==> config.mk <==
export PLATFORM = sky130hd
export DESIGN_NAME = wht_divider
export DESIGN_NICKNAME = d
export VERILOG_FILES = /design/src/rtl/wht_pkg.sv /design/src/rtl/wht_divider.sv
export SDC_FILE = /design/constraint.sdc
export NUM_CORES = 1
export LEC_CHECK = 0
export ABC_AREA = 1
export ABC_CLOCK_PERIOD_IN_PS = 4900
export BUFFER_PORTS_ARGS = -buffer_cell sky130_fd_sc_hd__clkbuf_2
export CORE_ASPECT_RATIO = 0.6
export CORE_UTILIZATION = 60
export DETAILED_ROUTE_END_ITERATION = 8
export PLACE_DENSITY = 0.95
export SYNTH_ARGS = -nofsm -noshare
export SYNTH_HDL_FRONTEND = slang
export SYNTH_SLANG_ARGS = --single-unit
==> constraint.sdc <==
create_clock -name clock -period 4.9 [get_ports clock]
set_clock_uncertainty 0.15 [all_clocks]
set_input_delay 0 -clock clock [delete_from_list [all_inputs] [get_ports clock]]
set_output_delay 0 -clock clock [all_outputs]
set_load 0.1 [all_outputs]
==> src/rtl/wht_pkg.sv <==
// ----------------------------------------------------------------------------
// Waypoint heading tracker package
// Shared constants, register indexes, sequencer states and the CORDIC table.
// ----------------------------------------------------------------------------
package wht_pkg;

   localparam int MAX_POINTS_DEF    = 256;
   localparam int SEARCH_WINDOW_DEF = 16;

   localparam int LOOKAHEAD    = 3;
   localparam int CORDIC_STEPS = 13;
   localparam int PI_Q12       = 12868;
   localparam int TWO_PI_Q12   = 25736;
   localparam int DEG_HALF     = 180;
   localparam int DIV_STEPS    = 30;

   localparam logic [1:0] CSR_TARGET_SPEED = 2'd0;
   localparam logic [1:0] CSR_ANGLE_TOL    = 2'd1;
   localparam logic [1:0] CSR_POINT_COUNT  = 2'd2;

   localparam logic CMD_LOAD = 1'b0;
   localparam logic CMD_POSE = 1'b1;

   typedef enum logic [4:0] {
      S_IDLE,
      S_SCAN,
      S_DIFF,
      S_SQX,
      S_SQY,
      S_CMP,
      S_CHECK,
      S_RDA,
      S_RDB,
      S_CORD,
      S_WRAP,
      S_SPEED,
      S_NUM,
      S_DEN,
      S_DIVS,
      S_DIV,
      S_EMIT
   } state_type;

   function automatic logic signed [15:0] atan_q12(input logic [3:0] step);
      logic signed [15:0] v;
      case (step)
         4'd0:    v = 16'sd3217;
         4'd1:    v = 16'sd1899;
         4'd2:    v = 16'sd1003;
         4'd3:    v = 16'sd509;
         4'd4:    v = 16'sd256;
         4'd5:    v = 16'sd128;
         4'd6:    v = 16'sd64;
         4'd7:    v = 16'sd32;
         4'd8:    v = 16'sd16;
         4'd9:    v = 16'sd8;
         4'd10:   v = 16'sd4;
         4'd11:   v = 16'sd2;
         4'd12:   v = 16'sd1;
         default: v = 16'sd0;
      endcase
      return v;
   endfunction

endpackage

==> src/rtl/wht_divider.sv <==
// ----------------------------------------------------------------------------
// Iterative restoring divider
// Unsigned division producing one quotient bit per cycle.
// ----------------------------------------------------------------------------
module wht_divider (
   input  logic        clock,
   input  logic        reset,
   input  logic        start,
   input  logic [29:0] dividend,
   input  logic [21:0] divisor,
   output logic        done,
   output logic [29:0] quotient
);

   logic        busy_ff, busy_in;
   logic        done_ff, done_in;
   logic [4:0]  count_ff, count_in;
   logic [22:0] rem_ff, rem_in;
   logic [29:0] quo_ff, quo_in;
   logic [21:0] div_ff, div_in;
   logic [22:0] rem_sh;

   always_comb begin
      busy_in  = busy_ff;
      done_in  = 1'b0;
      count_in = count_ff;
      rem_in   = rem_ff;
      quo_in   = quo_ff;
      div_in   = div_ff;
      rem_sh   = {rem_ff[21:0], quo_ff[29]};
      if (start) begin
         busy_in  = 1'b1;
         count_in = 5'd0;
         rem_in   = 23'd0;
         quo_in   = dividend;
         div_in   = divisor;
      end else if (busy_ff) begin
         quo_in = {quo_ff[28:0], 1'b0};
         if (rem_sh >= {1'b0, div_ff}) begin
            rem_in    = rem_sh - {1'b0, div_ff};
            quo_in[0] = 1'b1;
         end else begin
            rem_in = rem_sh;
         end
         count_in = count_ff + 5'd1;
         if (count_ff == 5'(wht_pkg::DIV_STEPS - 1)) begin
            busy_in = 1'b0;
            done_in = 1'b1;
         end
      end
   end

   always_ff @(posedge clock) begin
      if (reset) begin
         busy_ff <= 1'b0;
         done_ff <= 1'b0;
      end else begin
         busy_ff <= busy_in;
         done_ff <= done_in;
      end
      count_ff <= count_in;
      rem_ff   <= rem_in;
      quo_ff   <= quo_in;
      div_ff   <= div_in;
   end

   assign done     = done_ff;
   assign quotient = quo_ff;

endmodule

Yosys cells after proc, flatten, opt, wreduce, memory -nomap -nowiden
Index checks and enable logic that the tools add are counted.

Bits in registers: 81. Bits of input ports: 55. Output and inout port bits: 31. Word-level logic and storage cells: 21.

$add $sub $neg: 2. $lt $le $gt $ge: 1. Eq/ne operators: 1. Muxes and demuxes: 8. Bitwise operators: 1. Reduce and logical (&&, ||, !) cells: 2.

Operator list (count): 2-to-1 mux 30 bit (2); greater-or-equal comparator 23 x 22 -> 1 bit (1); 2-to-1 mux 22 bit (1); subtractor 22 bit (1); adder 5 x 1 -> 5 bit, second input constant (1); equality test 5 bit, second input constant (1); 2-to-1 mux 1 bit (5); OR reduction 3 bit (1); nonzero test 2 bit (1); NOT 1 bit (1).

Longest topological paths before layout
Gate-level depths: netlist of the first run.

Word-level depth: 4. Depth in mapped cells: 16. Gate-level depth less buffers: 16.

Least setup slack after synthesis of the first run
Ideal clock, no wire load.

Path type: register -> register. Start: register quo_ff[29] (netlist: quotient[29]). End: register rem_ff[8]. Arrival: 2218 ps. Data required time: 4578 ps. Setup slack: 2359 ps. Cell stages (with the launch flop): 13. Cell sequence: edfxtp_1 > inv_1 > ha_1 > inv_1 > fa_1 > nand2_1 > nand3_1 > nand2_1 > nand2_1 > xnor2_1 > nand2_1 > nand3_1 > o21ai_1.

Longest elaborated chain between the ends: 2.

RTL lines: start: declaration (RTL line wht_divider.sv:19) `logic [29:0] quo_ff, quo_in;`; start signal: assignment (RTL line wht_divider.sv:63) `quo_ff <= quo_in;`; subtractor 22 bit or greater-or-equal comparator 23 x 22 -> 1 bit (tied branches) (RTL line wht_divider.sv:40, wht_divider.sv:39); 2-to-1 mux 22 bit * (RTL line wht_divider.sv:39) `if (rem_sh >= {1'b0, div_ff}) begin`; end signal: assignment (RTL line wht_divider.sv:62) `rem_ff <= rem_in;`; end: declaration (RTL line wht_divider.sv:18) `logic [22:0] rem_ff, rem_in;`.

Every way passes the cells marked *; elsewhere a longest branch is shown, timed or not. A chain may end at the register's enable or synchronous reset.

Worst setup path in the final report of the first run
Start: register div_ff[18]. End: register quo_ff[0] (netlist: quotient[0]) (data pin).

Longest elaborated chain between the ends: 4.

RTL lines: start: declaration (RTL line wht_divider.sv:20) `logic [21:0] div_ff, div_in;`; start signal: assignment (RTL line wht_divider.sv:64) `div_ff <= div_in;`; greater-or-equal comparator 23 x 22 -> 1 bit (RTL line wht_divider.sv:39); 2-to-1 mux 1 bit (RTL line wht_divider.sv:39); 2-to-1 mux 30 bit (RTL line wht_divider.sv:37) `end else if (busy_ff) begin`; 2-to-1 mux 30 bit (RTL line wht_divider.sv:31) `if (start) begin`; named net quo_in[0] (RTL line wht_divider.sv:19).

The timed path passes the listed nets, and every way through them passes these cells. The select of a mux whose other input is x is not followed.

==> results of run 1 <==
cells by family after synthesis:
kind of cell,count (synthesis)
DFF,81
AOI/OAI and AO/OA,37
adders and majority gates,25
buffers and inverters,121
and+or+nand+nor,402
xor gates and xnor gates,9
what timing repair did:
action / CTS / global route
endpoints found under the setup margin: 0 / 0
hold buffers: 53 / 0
hold endpoints to repair: 54 / 0
power breakdown:
| part | internal (W) | switching [W] | total (W) |
|---|---|---|---|
| Clock | 0.000355 | 0.000320 | 0.000675 |
| Sequential | 0.000779 | 0.0000264 | 0.000805 |
| Combinational | 0.000109 | 0.000339 | 0.000449 |
cell usage after synthesis:
cell / number / area share
a21oi_1: 18 / 0.018
a31oi_1: 2 / 0.0025
and2_1: 1 / 0.0012
buf_12: 1 / 0.0040
buf_2: 1 / 0.00099
buf_4: 1 / 0.0015
buf_6: 5 / 0.011
clkbuf_1: 8 / 0.0060
clkinv_1: 2 / 0.0015
dfxtp_1: 29 / 0.12
edfxtp_1: 52 / 0.31
fa_1: 1 / 0.0040
ha_1: 24 / 0.060
inv_1: 102 / 0.076
inv_2: 1 / 0.00074
nand2_1: 268 / 0.20
nand2_2: 13 / 0.016
nand3_1: 51 / 0.051
nand3_2: 11 / 0.022
nand3b_1: 9 / 0.013
nand3b_2: 1 / 0.0022
nand4_1: 5 / 0.0062
nand4_4: 1 / 0.0042
nor2_1: 27 / 0.020
nor2_2: 5 / 0.0062
nor2_4: 2 / 0.0045
nor3_1: 6 / 0.0060
nor3_2: 1 / 0.0020
nor4_1: 1 / 0.0012
o21ai_0: 3 / 0.0030
o21ai_1: 10 / 0.0099
o21bai_1: 3 / 0.0045
o22ai_1: 1 / 0.0012
xnor2_1: 9 / 0.016
sequential cells by signal, indices dropped and copies added (netlist names):
signal and count:
quotient 30, rem_ff 22, count_ff 5, done 1, div_ff 22, busy_ff 1
placed cells by master (no fill, tap or decap), types with 2 or more instances in the layout:
master         instances
nand2_1              268
inv_1                102
clkbuf_2              85
dlygate4sd3_1         53
edfxtp_1              52
nand3_1               51
dfxtp_1               29
nor2_1                27
ha_1                  24
a21oi_1               18
nand2_2               13
nand3_2               11
o21ai_1               10
nand3b_1               9
xnor2_1                9
clkbuf_16              9
nor3_1                 6
nor2_2                 5
nand4_1                5
o21ai_0                3
o21bai_1               3
buf_4                  3
clkinv_1               2
nor2_4                 2
a31oi_1                2
inv_6                  2
inv_8                  2
cell type report:
| cell class | instances | area (um^2) | share of cell area |
|---|---|---|---|
| multi-input cells | 473 | 2390 | 0.378 |
| flip-flops and latches | 81 | 2140 | 0.339 |
| repair buffers | 141 | 978 | 0.155 |
| inverters | 105 | 394 | 0.0623 |
| clock buffers | 9 | 225 | 0.0356 |
| well taps | 108 | 135 | 0.0214 |
| clock inverters | 7 | 60.1 | 0.00950 |
stage by stage:
step	worst slack (ps)	hold slack (ps)	utilization	area [um^2]	cells
finish	2050	141	0.790	6320	924
global route	1860	180	0.790	6320	924
CTS	2150	127	0.790	6320	924
floorplan	2360	-80.9	-	5040	675
detailed placement	2190	28.6	0.688	5510	855
global placement	2250	26.6	0.688	5510	855
final timing paths:
path         startpoint           to  slack, ps  depth (start not counted)
max reg2reg  div_ff[18]  quotient[0]       2050                         10
max          div_ff[18]  quotient[0]       2050                         10
min               start   rem_ff[17]        140                          4
min reg2reg  rem_ff[21]   rem_ff[21]        330                          2
tightest hold or removal path, stage by stage:
cell and delay (ps):
clkbuf_2 130, nor2_1 270, nand2_1 130, nand2_1 50
layer usage:
metal / part of all wire / GRT usage / vias to the layer above
li1: - / - / 2399
met1: 0.41 / 0.468 / 2379
met2: 0.45 / 0.591 / 321
met3: 0.10 / 0.106 / 48
met4: 0.034 / 0.169 / 0
met5: 0 / 0 / -
==> results.yml, run 1 <==
worst_setup_path:
  cp_slowest_cell: "nor2_2"
  cp-end-kind: "flip-flop"
  cp_num_buf_inv: 2
  crit_top_cell: "nand2_1"
  crit_chain: "inv_1, ha_1, nand2_1, inv_1, nand2_1, nand2_1, nand2_1, nand3_1, nor2_2, a31oi_1"
  critPathMaxFanout: 23
  cpPeakStageDelay_ps: 950
  crit_required_ps: 4780
  start_kind: "flip-flop"
  critical-path-top-delay-family: "simple AND/OR/NAND/NOR gates"
  crit_type: "reg2reg"
  crit_arrival_ps: 2730
yosys:
  synth_compound_area_frac: 0.0390
  synth_xor_area_frac: 0.0156
  syn-num-nets: 755
  ys_ff_latch: 81
  synth_cells: 675
  synthSimpleGateAreaFrac: 0.355
  yosys.cell_types.count: 34
  synth_top_family_by_area: "simple AND/OR/NAND/NOR gates"
  syn_area_per_cell_um2: 7.47
  syn_area_um2: 5040
  yosysWarnings: 0
  yosysSeqAreaShare: 0.425
  synthAdderAreaFrac: 0.0635
  muxShareOfSynthArea: 0
floorplanning:
  die_x_um: 120
  initial_core_util: 0.630
  io_pins: 86
  core_area_um2: 8010
  fp-row-count: 25
  die_area_um2: 8790
  die_h_um: 73.0
placement:
  dp_hpwl_um: 9450
  routabilityCongestion: 0.967
  io_buffers: 85
run:
  cap_violations: 0
sta:
  tns_ps: 0
  slew_headroom: 0.181
  rsz0062_at_grt: "no"
  max_slew.worst_pin.slew_ps: 1220
  period_share: 0.582
  maxSlewViolCount: 0
  finalHoldViolations: 0
  period_needed_ps: 2850
  fmax_ghz: 0.351
  setup_violations: 0
cells_and_area:
  num-fill-cells: 554
  diodes: 0
  area_delta_synth_final_pct: 25.4
  num-nets-final: 891
  final_layout_size_suffix_gt1_frac: 0.170
clock_tree:
  clock_path_buffers: 2
  cts-resized-gates: 0
  insertion_delay_ps: 350
  tritoncts: "built"
  cts_sinks: 81
  clk_pin_slew_ps: 70
  cts_buffers: 9
  h-tree-depth: 3
  post_cts_buffers: 0
  cts_root_buf: "clkbuf_16"
hold_path:
  hold_class: "in2reg"
drt:
  firstDrtPassIters: 5
  vias_per_cell: 5.57
  ant_nets: 0
  wl_um: 15600
  drc_errors: 0
  drt-wirelength-per-cell_um: 16.9
  first_iter_violations: 620
  vias: 5147
run_status:
  status: "complete, no violations"
pwr:
  power.total_w: 0.00193
  power.density_nw_per_um2: 305
  ir_drop_mv: 0.338
  p_leak_nw: 3.27
global_routing:
  grt_pass1_vias: 4946
  overflow: 0
  grt_max_degree: 54
  grt_first_pass_wirelength_um: 24300
  grt_usage: 0.369
  grt_antenna_before_repair: 0
No activity file was read; power rests on OpenSTA's default activity.
==> inputs of run 2 (changes only) <==
Settings changed: ABC_CLOCK_PERIOD_IN_PS 4900 to 2500, CORE_UTILIZATION 60 to 51, PLACE_DENSITY 0.95 to 0.87.
Clock period 4.9 ns to 2.5 ns, I/O delays scaled along.
==> results.yml, run 2 (same netlist as run 1, synthesis figures left out) <==
floorplanning:
  io_pins: 86
  die_x_um: 130
  fp-row-count: 27
  initial_core_util: 0.537
  die_area_um2: 10300
  core_area_um2: 9390
  die_h_um: 79.0
drt:
  wl_met1_um: 6450
  first_iter_violations: 553
  vias: 4986
  wl_met2_um: 6130
  wl_um: 14500
  drc_errors: 0
  firstDrtPassIters: 7
  wl_met3_um: 1710
  drt-wirelength-per-cell_um: 15.2
  vias_per_cell: 5.22
  dr.max_layer_used: "met4"
  ant_nets: 0
clock_tree:
  h-tree-depth: 3
  tritoncts: "built"
  cts_buffers: 9
  clk_pin_slew_ps: 70
  insertion_delay_ps: 350
  cts_root_buf: "clkbuf_16"
  cts_sinks: 81
  post_cts_buffers: 0
  clock_path_buffers: 2
hold_path:
  hold_class: "in2reg"
worst_setup_path:
  crit_required_ps: 2580
  crit_chain: "inv_1, ha_1, nand2_2, inv_1, nand2_1, nand2_1, a21oi_1, nand2_2, nand2_4, buf_4, nand3b_1, nand3_1, nand2_1"
  cp-end-kind: "flip-flop"
  cp_num_buf_inv: 3
  crit_top_cell: "nand2_1"
  cp_slowest_cell: "ha_1"
  start_kind: "flip-flop"
  critPathMaxFanout: 9
  critical-path-top-delay-family: "simple AND/OR/NAND/NOR gates"
  crit_type: "reg2reg"
  cpPeakStageDelay_ps: 370
  crit_arrival_ps: 2410
sta:
  period_needed_ps: 2330
  finalHoldViolations: 0
  period_share: 0.931
  maxSlewViolCount: 0
  fmax_ghz: 0.430
  finalWorstSetupSlack_ps: 172
  max_slew.worst_pin.slew_ps: 863
  slew_headroom: 0.424
  tns_ps: 0
  setup_violations: 0
  rsz0062_at_grt: "no"
cells_and_area:
  diodes: 0
  layout_commonest_cell: "nand2_1"
  most-common-layout-cells: "nand2_1 (268), inv_1 (102), clkbuf_2 (85)"
  final_cells: 956
  area_delta_synth_final_pct: 27.7
  final_layout_size_suffix_gt1_frac: 0.179
  largest_reg_flops: 30
  num-nets-final: 901
global_routing:
  grt_max_degree: 36
  overflow: 0
  grt_pass1_vias: 4607
  grt_first_pass_wirelength_um: 23300
  grt_usage: 0.302
  grt_antenna_before_repair: 0
placement:
  dp_worst_setup_slack_ps: 161
  dp_hpwl_um: 9670
  dp_cells: 886
  io_buffers: 85
  routabilityCongestion: 0.969
pwr:
  p_leak_nw: 3.33
  ir_drop_mv: 0.559
  power.density_nw_per_um2: 574
  power.total_w: 0.00370
run:
  cap_violations: 0
run_status:
  status: "complete, no violations"
## run 2: cell types whose count changed in the layout (fill, tap and decap cells not counted), sizes merged
cell         previous run  this run
dlygate4sd3            53        54
buf                     3        12
inv                   108       104
clkbuf                 94        96
clkinvlp                0         2
## run 2: layout make-up
type,count,area (um^2)
flip-flops and latches,81,2140
multi-input cells,473,2400
clock buffers,11,233
well taps,130,163
clock inverters,5,41.3
repair buffers,151,1070
fillers,746,2950
inverters,105,394
## run 2: repair_timing
| item | CTS | global route |
|---|---|---|
| endpoints found under the setup margin | 0 | 10 |
| hold endpoints to repair | 55 | 0 |
| hold buffers | 54 | 0 |
| gates resized for setup | 0 | 1 |
## run 2: routing by layer
layer,global-route usage,vias to the layer above
met5,0,-
met4,0.0862,0
met3,0.0728,19
met2,0.452,311
met1,0.433,2222
li1,-,2434
## run 2: through the flow
stage	utilization	area (um^2)	hold slack, ps
finish	0.686	6440	216
global route	0.686	6440	219
CTS	0.685	6440	205
detailed placement	0.599	5620	29.1
global placement	0.599	5620	27.9
floorplan	-	5050	-80.9
## run 2: power breakdown
part	total [W]	switching [W]	internal (W)
logic	0.000873	0.000653	0.000220
registers	0.00158	0.0000518	0.00153
clock network	0.00125	0.000566	0.000681
total	0.00370	0.00127	0.00243
## run 2: worst register-to-register path: stages (launching register included)
cell and delay (ps):
edfxtp_1 320, inv_1 50, ha_1 370, nand2_2 160, inv_1 70, nand2_1 60, nand2_1 110, a21oi_1 230
nand2_2 120, nand2_4 160, buf_4 170, nand3b_1 80, nand3_1 100, nand2_1 80
## run 2: worst paths after layout
path | cells after the start | slack [ps] | startpoint | endpoint
worst min-delay path | 2 | 220 | divisor[4] | div_ff[4]
worst min register to register | 1 | 320 | count_ff[4] | count_ff[4]
worst max register to register | 13 | 170 | div_ff[13] | rem_ff[12]
worst max-delay path | 13 | 170 | div_ff[13] | rem_ff[12]
