### src/rtl/wht_pkg.sv
// ----------------------------------------------------------------------------
// Waypoint heading tracker package
// Shared constants, register indexes, sequencer states and the CORDIC table.
// ----------------------------------------------------------------------------
package wht_pkg;

   localparam int MAX_POINTS_DEF    = 256;
   localparam int SEARCH_WINDOW_DEF = 16;

   localparam int LOOKAHEAD    = 3;
   localparam int CORDIC_STEPS = 13;
   localparam int PI_Q12       = 12868;
   localparam int TWO_PI_Q12   = 25736;
   localparam int DEG_HALF     = 180;
   localparam int DIV_STEPS    = 30;

   localparam logic [1:0] CSR_TARGET_SPEED = 2'd0;
   localparam logic [1:0] CSR_ANGLE_TOL    = 2'd1;
   localparam logic [1:0] CSR_POINT_COUNT  = 2'd2;

   localparam logic CMD_LOAD = 1'b0;
   localparam logic CMD_POSE = 1'b1;

   typedef enum logic [4:0] {
      S_IDLE,
      S_SCAN,
      S_DIFF,
      S_SQX,
      S_SQY,
      S_CMP,
      S_CHECK,
      S_RDA,
      S_RDB,
      S_CORD,
      S_WRAP,
      S_SPEED,
      S_NUM,
      S_DEN,
      S_DIVS,
      S_DIV,
      S_EMIT
   } state_type;

   function automatic logic signed [15:0] atan_q12(input logic [3:0] step);
      logic signed [15:0] v;
      case (step)
         4'd0:    v = 16'sd3217;
         4'd1:    v = 16'sd1899;
         4'd2:    v = 16'sd1003;
         4'd3:    v = 16'sd509;
         4'd4:    v = 16'sd256;
         4'd5:    v = 16'sd128;
         4'd6:    v = 16'sd64;
         4'd7:    v = 16'sd32;
         4'd8:    v = 16'sd16;
         4'd9:    v = 16'sd8;
         4'd10:   v = 16'sd4;
         4'd11:   v = 16'sd2;
         4'd12:   v = 16'sd1;
         default: v = 16'sd0;
      endcase
      return v;
   endfunction

endpackage

### src/rtl/wht_cordic.sv
// ----------------------------------------------------------------------------
// Iterative CORDIC arctangent
// Vectoring mode atan2 with quadrant pre-rotation, one step per cycle.
// ----------------------------------------------------------------------------
module wht_cordic (
   input  logic               clock,
   input  logic               reset,
   input  logic               start,
   input  logic signed [32:0] vec_x,
   input  logic signed [32:0] vec_y,
   output logic               done,
   output logic signed [15:0] angle
);

   logic               busy_ff, busy_in;
   logic               done_ff, done_in;
   logic [3:0]         step_ff, step_in;
   logic signed [35:0] x_ff, x_in;
   logic signed [35:0] y_ff, y_in;
   logic signed [15:0] z_ff, z_in;
   logic signed [35:0] xs, ys, sx, sy;

   always_comb begin
      busy_in = busy_ff;
      done_in = 1'b0;
      step_in = step_ff;
      x_in    = x_ff;
      y_in    = y_ff;
      z_in    = z_ff;
      sx      = 36'(vec_x);
      sy      = 36'(vec_y);
      xs      = x_ff >>> step_ff;
      ys      = y_ff >>> step_ff;
      if (start) begin
         step_in = 4'd0;
         x_in    = sx;
         y_in    = sy;
         z_in    = 16'sd0;
         if (vec_x == 33'sd0 && vec_y == 33'sd0) begin
            done_in = 1'b1;
         end else begin
            busy_in = 1'b1;
            if (vec_x < 0) begin
               z_in = (vec_y >= 0) ? 16'(wht_pkg::PI_Q12) : -16'(wht_pkg::PI_Q12);
               x_in = -sx;
               y_in = -sy;
            end
         end
      end else if (busy_ff) begin
         if (y_ff < 0) begin
            x_in = x_ff - ys;
            y_in = y_ff + xs;
            z_in = z_ff - wht_pkg::atan_q12(step_ff);
         end else begin
            x_in = x_ff + ys;
            y_in = y_ff - xs;
            z_in = z_ff + wht_pkg::atan_q12(step_ff);
         end
         step_in = step_ff + 4'd1;
         if (step_ff == 4'(wht_pkg::CORDIC_STEPS - 1)) begin
            busy_in = 1'b0;
            done_in = 1'b1;
         end
      end
   end

   always_ff @(posedge clock) begin
      if (reset) begin
         busy_ff <= 1'b0;
         done_ff <= 1'b0;
      end else begin
         busy_ff <= busy_in;
         done_ff <= done_in;
      end
      step_ff <= step_in;
      x_ff    <= x_in;
      y_ff    <= y_in;
      z_ff    <= z_in;
   end

   assign done  = done_ff;
   assign angle = z_ff;

endmodule

### config.mk
export PLATFORM = sky130hd
export DESIGN_NAME = wht_cordic
export DESIGN_NICKNAME = d
export VERILOG_FILES = /design/src/rtl/wht_pkg.sv /design/src/rtl/wht_cordic.sv
export SDC_FILE = /design/constraint.sdc
export NUM_CORES = 1
export LEC_CHECK = 0
export BUFFER_PORTS_ARGS = -buffer_cell sky130_fd_sc_hd__buf_2
export CAP_MARGIN = 20
export CORE_ASPECT_RATIO = 1.5
export CORE_MARGIN = 2
export CORE_UTILIZATION = 35
export DETAILED_ROUTE_END_ITERATION = 10
export HOLD_SLACK_MARGIN = 0.1
export SYNTH_ARGS = -nofsm -noshare
export SYNTH_HDL_FRONTEND = slang
export SYNTH_SLANG_ARGS = --single-unit
### constraint.sdc
create_clock -name clock -period 6.5 [get_ports clock]
set_clock_uncertainty 0.15 [all_clocks]
set_input_delay 1.3 -clock clock [delete_from_list [all_inputs] [get_ports clock]]
set_output_delay 1.3 -clock clock [all_outputs]
set_load 0.02 [all_outputs]
; Word level (Yosys, flattened, before mapping)
; Memory sizes are Yosys's and may differ from the RTL's. A register that Yosys moved wholly into a read port is not among the register bits.
; Index checks and enable logic that the tools add are counted.
[word_totals]
reg_bits = 94
latchBits = 0
ramBits = 0
mem_bits_ro = 384
in_bits = 69
elab_cells = 62
n_memories = 2
[classes]
add_sub_neg = 9
multipliers = 0
div_mod_pow = 0
n_lt_le_gt_ge = 3
eq_ne = 2
shifts = 2
n_mux = 34
bitwise_logic = 0
n_reduce_logical = 4
[memory_table]
columns = memory, words, word_bits, rd, rd_clocked_by_memory_dff, write_ports, line
row1 = (no name shown), 16, 12, 1, 1, 0, wht_pkg.sv:46  ; case (step)
row2 = (no name shown), 16, 12, 1, 1, 0, wht_pkg.sv:46
[ops]
columns = op, count
row1 = 2-to-1 mux 36 bit, 10
row2 = 2-to-1 mux 16 bit, 12
row3 = adder 36 bit, 2
row4 = negation 33 -> 36 bit, 2
row5 = >>> shifter 36 x 4 -> 36 bit, 2
row6 = subtractor 36 bit, 2
row7 = zero test 33 bit, 2
row8 = "less-than comparator 36 x 1 -> 1 bit, second input constant", 1
row9 = ">= comparator 33 x 1 -> 1 bit, second input constant", 1
row10 = "less-than comparator 33 x 1 -> 1 bit, second input constant", 1
row11 = adder 16 bit, 1
row12 = 2-to-1 mux 4 bit, 4
row13 = subtractor 16 bit, 1
row14 = 2-to-1 mux 1 bit, 8
row15 = "adder 4 x 1 -> 4 bit, second input constant", 1
row16 = "== test 4 bit, second input constant", 1
row17 = "!= test 2 bit, second input constant", 1
row18 = nonzero test 2 bit, 1
row19 = logical AND 1 bit, 1

; Depth between registers and ports, before layout
; Gate-level depths: netlist of run 1.
[depth]
word_depth = 8
depth_mapped = 26
ltp_nobuf = 21

; Worst setup path after synthesis of run 1
; OpenSTA, ideal clock, no wires.
[synth_timing]
path_type = reg-to-reg
start = reg step_ff[0]
end = reg x_ff[34] (data pin)
setup_time_ns = 0.266
t_arrival_ns = 5.444
setup_slack_ns = 0.640
stages_incl_launch_ff = 24
synth_period_minus_slack_ns = 5.860
cell_sequence = dfxtp_1 -> buf_2 -> buf_1 -> clkbuf_1 -> buf_1 -> clkbuf_1 -> buf_1 -> o21a_1 -> ha_1 -> nand4_4 -> or3_4 -> nor3_1 -> a21oi_1 -> xnor2_1 -> ha_1 -> and2_1 -> nor2_1 -> o211ai_1 -> a21boi_0 -> nor4b_1 -> o31ai_1 -> o41a_1 -> xnor2_1 -> nor2_1
[synth_between]
elab_chain_len = 5
elab_cells_between_ends = 6
[synth_rtl]
columns = item, line
row1 = "start, declared", wht_cordic.sv:17  ; logic [3:0] step_ff, step_in;
row2 = "start signal, assigned", wht_cordic.sv:75  ; step_ff <= step_in;
row3 = >>> shifter 36 x 4 -> 36 bit *, wht_cordic.sv:33  ; ys = y_ff >>> step_ff;
row4 = adder 36 bit or subtractor 36 bit (tied branches), "wht_cordic.sv:55, wht_cordic.sv:51"
row5 = 2-to-1 mux 36 bit *, wht_cordic.sv:50  ; if (y_ff < 0) begin
row6 = 2-to-1 mux 36 bit *, wht_cordic.sv:49  ; end else if (busy_ff) begin
row7 = 2-to-1 mux 36 bit *, wht_cordic.sv:34  ; if (start) begin
row8 = named net x_in[34], wht_cordic.sv:18  ; logic signed [35:0] x_ff, x_in;
row9 = "end signal, assigned", wht_cordic.sv:76  ; x_ff <= x_in;
row10 = "end, declared", wht_cordic.sv:18
; Mark *: on every way through the listed nets, which the timed path passes. The rest lies on a longest branch. The select of a mux whose other input is x is not followed.
; A chain may end at the register's enable or synchronous reset.

; Worst setup path in the final report of run 1
[layout_timing]
start = reg step_ff[3]
end = reg y_ff[35] (data pin)
[layout_between]
elab_chain_len = 5
elab_cells_between_ends = 6
[layout_rtl]
columns = item, line
row1 = >>> shifter 36 x 4 -> 36 bit *, wht_cordic.sv:32  ; xs = x_ff >>> step_ff;
row2 = subtractor 36 bit or adder 36 bit (tied branches), "wht_cordic.sv:56, wht_cordic.sv:52"
row3 = 2-to-1 mux 36 bit *, wht_cordic.sv:50
row4 = 2-to-1 mux 36 bit *, wht_cordic.sv:49
row5 = 2-to-1 mux 36 bit *, wht_cordic.sv:34
row6 = named net y_in[35], wht_cordic.sv:19  ; logic signed [35:0] y_ff, y_in;
row7 = "end signal, assigned", wht_cordic.sv:77  ; y_ff <= y_in;
row8 = "end, declared", wht_cordic.sv:19
; Marks and branches as above.

==> impl_metrics.csv, run 1 <==
group,metric,value,unit
status,run_status,"finished clean",
timing,setup_ws,0.4202,ns
placed_design,io_buffer_count,85,
die,die_h,265.5,um
clock_tree,cts_buffer_depth,2,
synth,yosys_warnings,0,
timing,finalCritPeriodShare,0.9354,
final_layout,layout_commonest_cell,"nand2_1",
synth,synth-seq-cells,106,
clock_tree,clock_sinks,106,
setup_path,regToRegSetupSlack,0.42,ns
global_routing,antenna_found_initial,1,
global_routing,grt_usage,0.2306,
setup_path,worstPathRequired,6.59,ns
die,rows,95,
timing,slew_headroom,0.2920,
final_layout,layout_common_cells,"169 x nand2_1, 159 x nor2_1, 152 x a21oi_1",
die,die-area,47340,sq um
synth,synth_ff_type,"edfxtp_1",
die,initial_utilization,0.3551,
final_layout,final_cell_area,17360,sq um
placed_design,dp_hpwl,42.04,mm
clock_tree,clk_latency,0.40,ns
final_layout,syn_to_final_growth,8.839,%
timing,slew_viol_final,0,
placed_design,dp_slack,0.2487,ns
setup_path,reg2regPathDepth,18,
placed_design,dpl-instance-area,16990,sq um
setup_path,path_class,"reg -> reg",
detailed_routing,wl_per_cell,22.07,um
setup_path,crit-reg2reg-launch,"step_ff[3]$_SDFFE_PP0P_",
global_routing,grt_pass1_vias,15051,
detailed_routing,ant_nets,0,
detailed_routing,wl,55.05,mm
clock_tree,cts_tree,"yes",
detailed_routing,drt_pass1_iterations,5,
final_layout,nets,2079,
worst_hold_path,hp-class,"reg -> reg",
timing,setup_viol,0,
detailed_routing,drc,0,
setup_path,crit_fanout,22,
clock_tree,cts-hold-fix-buffers,0,
synth,synth_area,15950,sq um
clock_tree,cts.reportedPaths.clkPinSlew,0.10,ns
synth,syn-mean-instance-area,8.527,sq um
setup_path,start_kind,"register",
final_layout,fin_util,0.3865,
global_routing,grt_max_degree,73,
worst_hold_path,min_path_cells,2,
detailed_routing,dr_total_vias,15286,
synth,synth.distinct_cells,89,
clock_tree,htree_levels,3,
timing,period_needed,6.080,ns
job,cap_violations,0,
synth,syn_nets,2044,
synth,syn_inst,1871,
placed_design,gp_congestion,0.9104,
die,coreArea,44930,sq um
final_layout,drive_gt1_frac,0.1455,
detailed_routing,vias_per_cell,6.129,
die,pin_count,86,
synth,async_flop_share,0,
clock_tree,clk_root_buffer_cell,"clkbuf_16",
synth,yosysTopAreaCell,"edfxtp_1",
die,fp.dieW,178.3,um
timing,tightest_slew,1.062,ns
timing,fin_setup_tns,0,ns
setup_path,arrival,6.17,ns
synth,yosys.area.top_type_share,0.1656,
timing,clock.fmax,164.5,MHz
synth,ys_seq_area_frac,0.1882,
clock_tree,numCtsBuffers,9,
detailed_routing,drt_iter0_drc,1219,
timing,hold_violations,0,
timing,rsz0062_at_grt,"false",
global_routing,grt_pass1_wl,85.40,mm
setup_path,end_kind,"register",
setup_path,timing.rr.end,"y_ff[35]$_DFFE_PP_",
global_routing,grt-ovfl-total,0,
worst_hold_path,hold-path-endpoint,"busy_ff$_SDFFE_PP0P_",
synth,synth.top_cells.by_area,"edfxtp_1 17%, mux4_2 8.8%, ha_1 7.9%",
final_layout,fill_cells,4548,
synth,synth_edf_count,88,
worst_hold_path,worstHoldStart,"busy_ff$_SDFFE_PP0P_",
## per-stage QoR
step / instances / hold WS (ns)
finish: 2494 / 0.5339
global route: 2494 / 0.5608
CTS: 2491 / 0.5301
detailed placement: 2475 / 0.5175
global placement: 2475 / 0.4863
floorplan: 1871 / 0.4937
## how the worst max path moves through the flow
stage / startpoint / to / slack, ns / depth (start not counted)
2_1_floorplan: step_ff[0]$_SDFFE_PP0P_ / x_ff[34]$_DFFE_PP_ / 0.64 / 23
3_3_place_gp: step_ff[1]$_SDFFE_PP0P_ / x_ff[30]$_DFFE_PP_ / 0.39 / 21
3_5_place_dp: step_ff[1]$_SDFFE_PP0P_ / x_ff[30]$_DFFE_PP_ / 0.25 / 21
4_1_cts: step_ff[1]$_SDFFE_PP0P_ / x_ff[30]$_DFFE_PP_ / 0.24 / 21
5_1_grt: step_ff[1]$_SDFFE_PP0P_ / x_ff[31]$_DFFE_PP_ / 0.04 / 20
6_report: step_ff[3]$_SDFFE_PP0P_ / y_ff[35]$_DFFE_PP_ / 0.42 / 18
## final cells by class
cell class / count / area (sq um) / area share
inverter: 53 / 198.9 / 0.01146
tap: 582 / 728.2 / 0.04194
timing repair buffer: 124 / 823.3 / 0.04741
clock inverter: 7 / 81.33 / 0.004684
clock buffer: 9 / 225.2 / 0.01297
antenna: 1 / 2.502 / 0.0001441
sequential: 106 / 3015 / 0.1737
multi-input combinational: 1612 / 12290 / 0.7077
## synthesized netlist by cell type, drive strengths merged (14+ instances only)
master and n:
a21o 42, inv 50, nand2 171, dfxtp 18, nor2 161, clkbuf 53, a211oi 23, xor2 75
ha 101, and3 26, nand2b 16, mux2i 79, and2 17, edfxtp 88, nor3 50, nor4 15
o31ai 31, mux2 39, o21ai 125, or3 24, xnor2 108, buf 47, o21a 19, nand3 40
mux4 71, a21oi 152, nor2b 14, o211ai 17, a31oi 24
## metal layers
metal  vias up  part of all wire  GRT usage
met2       544              0.51     0.4096
met1      7391              0.39     0.2718
li1       7200                 -          -
met3       151             0.045    0.02287
met5         -                 0          0
met4         0             0.056     0.1189
## logic make-up after synthesis
kind of cell	count (synthesis)	share of synthesized area
flops	106	0.1882
xor+xnor	185	0.1033
mux	189	0.1820
simple gates	585	0.1786
compound gates	549	0.2229
fa+ha+maj	104	0.08297
buf+inv	153	0.04204
## critical path, stage by stage (launching register included)
cell,delay (ns)
dfxtp_4,0.62
mux2i_1,0.47
mux4_2,0.39
o21ai_0,0.12
or2_2,0.36
nor3b_1,0.45
and3_1,0.44
a31oi_1,0.15
xnor2_1,0.23
ha_1,0.33
and3_1,0.25
and2_1,0.16
a221o_1,0.40
a22o_1,0.19
a21oi_1,0.25
a21oi_1,0.16
a211oi_1,0.29
xnor3_1,0.35
o21ai_0,0.15
## repair_timing
action | in CTS | in global routing
endpoints found under the setup margin | 0 | 7
setup buffers | 0 | 2
resized for setup | 0 | 1
hold endpoints to repair | 0 | 0
Power of run 1 is left out: the tool's default activity adds up to more than one toggle a clock period on the data nets, which glitch-free logic cannot reach.
==> inputs of run 2 (changes only) <==
- BUFFER_PORTS_ARGS: -buffer_cell sky130_fd_sc_hd__buf_2 -> default
- DONT_BUFFER_PORTS: default -> 1
- PLACE_DENSITY_LB_ADDON: default -> 0.25
==> run 2 against run 1 <==
  * Core utilization is 1.1 points lower
  * Sequential share of layout area is 0.51 points higher
  * Non-clock buffer count decreased by 84
  * Die area unchanged
  * Cell count shrank 3.4%
  * Critical endpoint unchanged
  * Largest cell class unchanged
==> impl_metrics.csv, run 2 (same netlist as run 1, synthesis figures left out) <==
group,metric,value,unit
status,run_status,"finished clean",
detailed_routing,drt_iter0_drc,1227,
die,die-area,47340,sq um
clock_tree,cts_tree,"yes",
global_routing,globalRouteMet2Util,0.4093,
clock_tree,cts-resized-gates,0,
final_layout,layout_common_cells,"169 x nand2_1, 159 x nor2_1, 152 x a21oi_1",
global_routing,grt.met3_usage,0.03130,
timing,rsz0062_at_grt,"false",
final_layout,multi_input_area,12280,sq um
detailed_routing,wl,55.13,mm
die,pin_count,86,
placed_design,io_buffer_count,0,
detailed_routing,drt_pass1_iterations,5,
setup_path,critPathSlowestCell,"dfxtp_4",
clock_tree,clock_sinks,106,
final_layout,diodes,0,
die,initial_utilization,0.3551,
clock_tree,cts.reportedPaths.clkPinSlew,0.10,ns
global_routing,grt-ovfl-total,0,
setup_path,arrival,6.21,ns
die,die_h,265.5,um
detailed_routing,ant_nets,0,
placed_design,gp_congestion,0.9343,
final_layout,syn_to_final_growth,5.733,%
detailed_routing,vias_per_cell,6.188,
job,cap_violations,0,
die,rows,95,
detailed_routing,dr_total_vias,14906,
timing,clock.fmax,163.2,MHz
global_routing,grt_usage,0.2323,
final_layout,drive_gt1_frac,0.1056,
worst_hold_path,hp-class,"reg -> reg",
global_routing,antenna_found_initial,0,
timing,period_needed,6.127,ns
setup_path,path_class,"reg -> reg",
setup_path,end_kind,"register",
clock_tree,clk_latency,0.40,ns
setup_path,crit_path_cell_trace,"mux2i_1, mux2i_1, mux2_2, or2_2, nor3b_1, and3_1, a31oi_1, xnor2_1, ha_1, and3_1, and2_1, a221o_1, a22o_1, a21oi_1, a21oi_1, a211oi_1, xnor3_1, o21ai_0",
timing,tightest_slew,0.8946,ns
detailed_routing,drc,0,
timing,setup_viol,0,
clock_tree,cts-hold-fix-buffers,0,
global_routing,grt_pass1_wl,85.20,mm
timing,slew_viol_final,0,
global_routing,grt_max_degree,127,
placed_design,dp_hpwl,42.67,mm
setup_path,start_kind,"register",
clock_tree,numCtsBuffers,9,
global_routing,grt_pass1_vias,14529,
setup_path,worstPathRequired,6.59,ns
timing,finalCritPeriodShare,0.9426,
timing,slew_headroom,0.4014,
final_layout,layout_commonest_cell,"nand2_1",
final_layout,fill_cells,4666,
die,coreArea,44930,sq um
timing,hold_violations,0,
setup_path,crit_fanout,38,
setup_path,slowest_delay,0.74,ns
final_layout,nets,1995,
clock_tree,post_cts_buffers,0,
timing,fin_setup_tns,0,ns
clock_tree,clk_root_buffer_cell,"clkbuf_16",
detailed_routing,wl_per_cell,22.89,um
final_layout,regArea,3015,sq um
clock_tree,htree_levels,3,
global_routing,use_met1,0.2765,
clock_tree,cts_buffer_depth,2,
global_routing,grt.busiest_layer,"met2",
die,fp.dieW,178.3,um
## run 2: cell count changes in the layout (fill, tap and decap cells not counted)
cell and delta:
inv_6 +2, clkinv_4 +1, inv_4 -2, nor4b_2 -1, clkinv_2 +1, clkinv_8 -3
buf_4 +3, nor4b_1 +1, buf_2 -84, inv_12 +1, buf_12 -1, buf_16 -2
diode_2 -1
## run 2: path summary, 6_finish.rpt
kind | start | end | slack (ns) | cells after the start
worst max-delay path | step_ff[3]$_SDFFE_PP0P_ | y_ff[35]$_DFFE_PP_ | 0.37 | 18
worst min-delay path | busy_ff$_SDFFE_PP0P_ | busy_ff$_SDFFE_PP0P_ | 0.51 | 2
worst max register to register | step_ff[3]$_SDFFE_PP0P_ | y_ff[35]$_DFFE_PP_ | 0.37 | 18
worst min register to register | busy_ff$_SDFFE_PP0P_ | busy_ff$_SDFFE_PP0P_ | 0.51 | 2
## run 2: area by class of cell
type / instances / share of cell area
Clock buffer: 9 / 0.01335
Multi-Input combinational cell: 1612 / 0.7282
Clock inverter: 7 / 0.004005
Sequential cell: 106 / 0.1788
Timing Repair Buffer: 40 / 0.02077
Inverter: 53 / 0.01179
Tap cell: 582 / 0.04317
## run 2: per-stage QoR
step                      setup slack [ns]  area (sq um)  cells    util  hold slack [ns]
after CTS                           0.4785         16870   2409  0.3754           0.5138
after global placement              0.5641         16580   2393  0.3689           0.4870
after detailed placement            0.5141         16580   2393  0.3689           0.4949
final                               0.3734         16870   2409  0.3754           0.5078
after floorplan                     0.6403         15950   1871       -           0.4937
after global routing               0.02757         16870   2409  0.3754           0.5496
## run 2: routing by layer
| metal | share of wire | vias up |
|---|---|---|
| li1 | - | 7003 |
| met1 | 0.40 | 7297 |
| met2 | 0.51 | 492 |
| met3 | 0.047 | 114 |
| met4 | 0.049 | 0 |
| met5 | 0 | - |
## run 2: critical path, delay by kind of cell (launching register included)
family,cells,cell delay (ns)
xor gates and xnor gates,2,0.53
adders and majority gates,1,0.34
and+or+nand+nor,5,1.53
DFF,1,0.74
AOI/OAI and AO/OA,7,1.58
muxes,3,1.06
Power of run 2 is left out for the same reason.
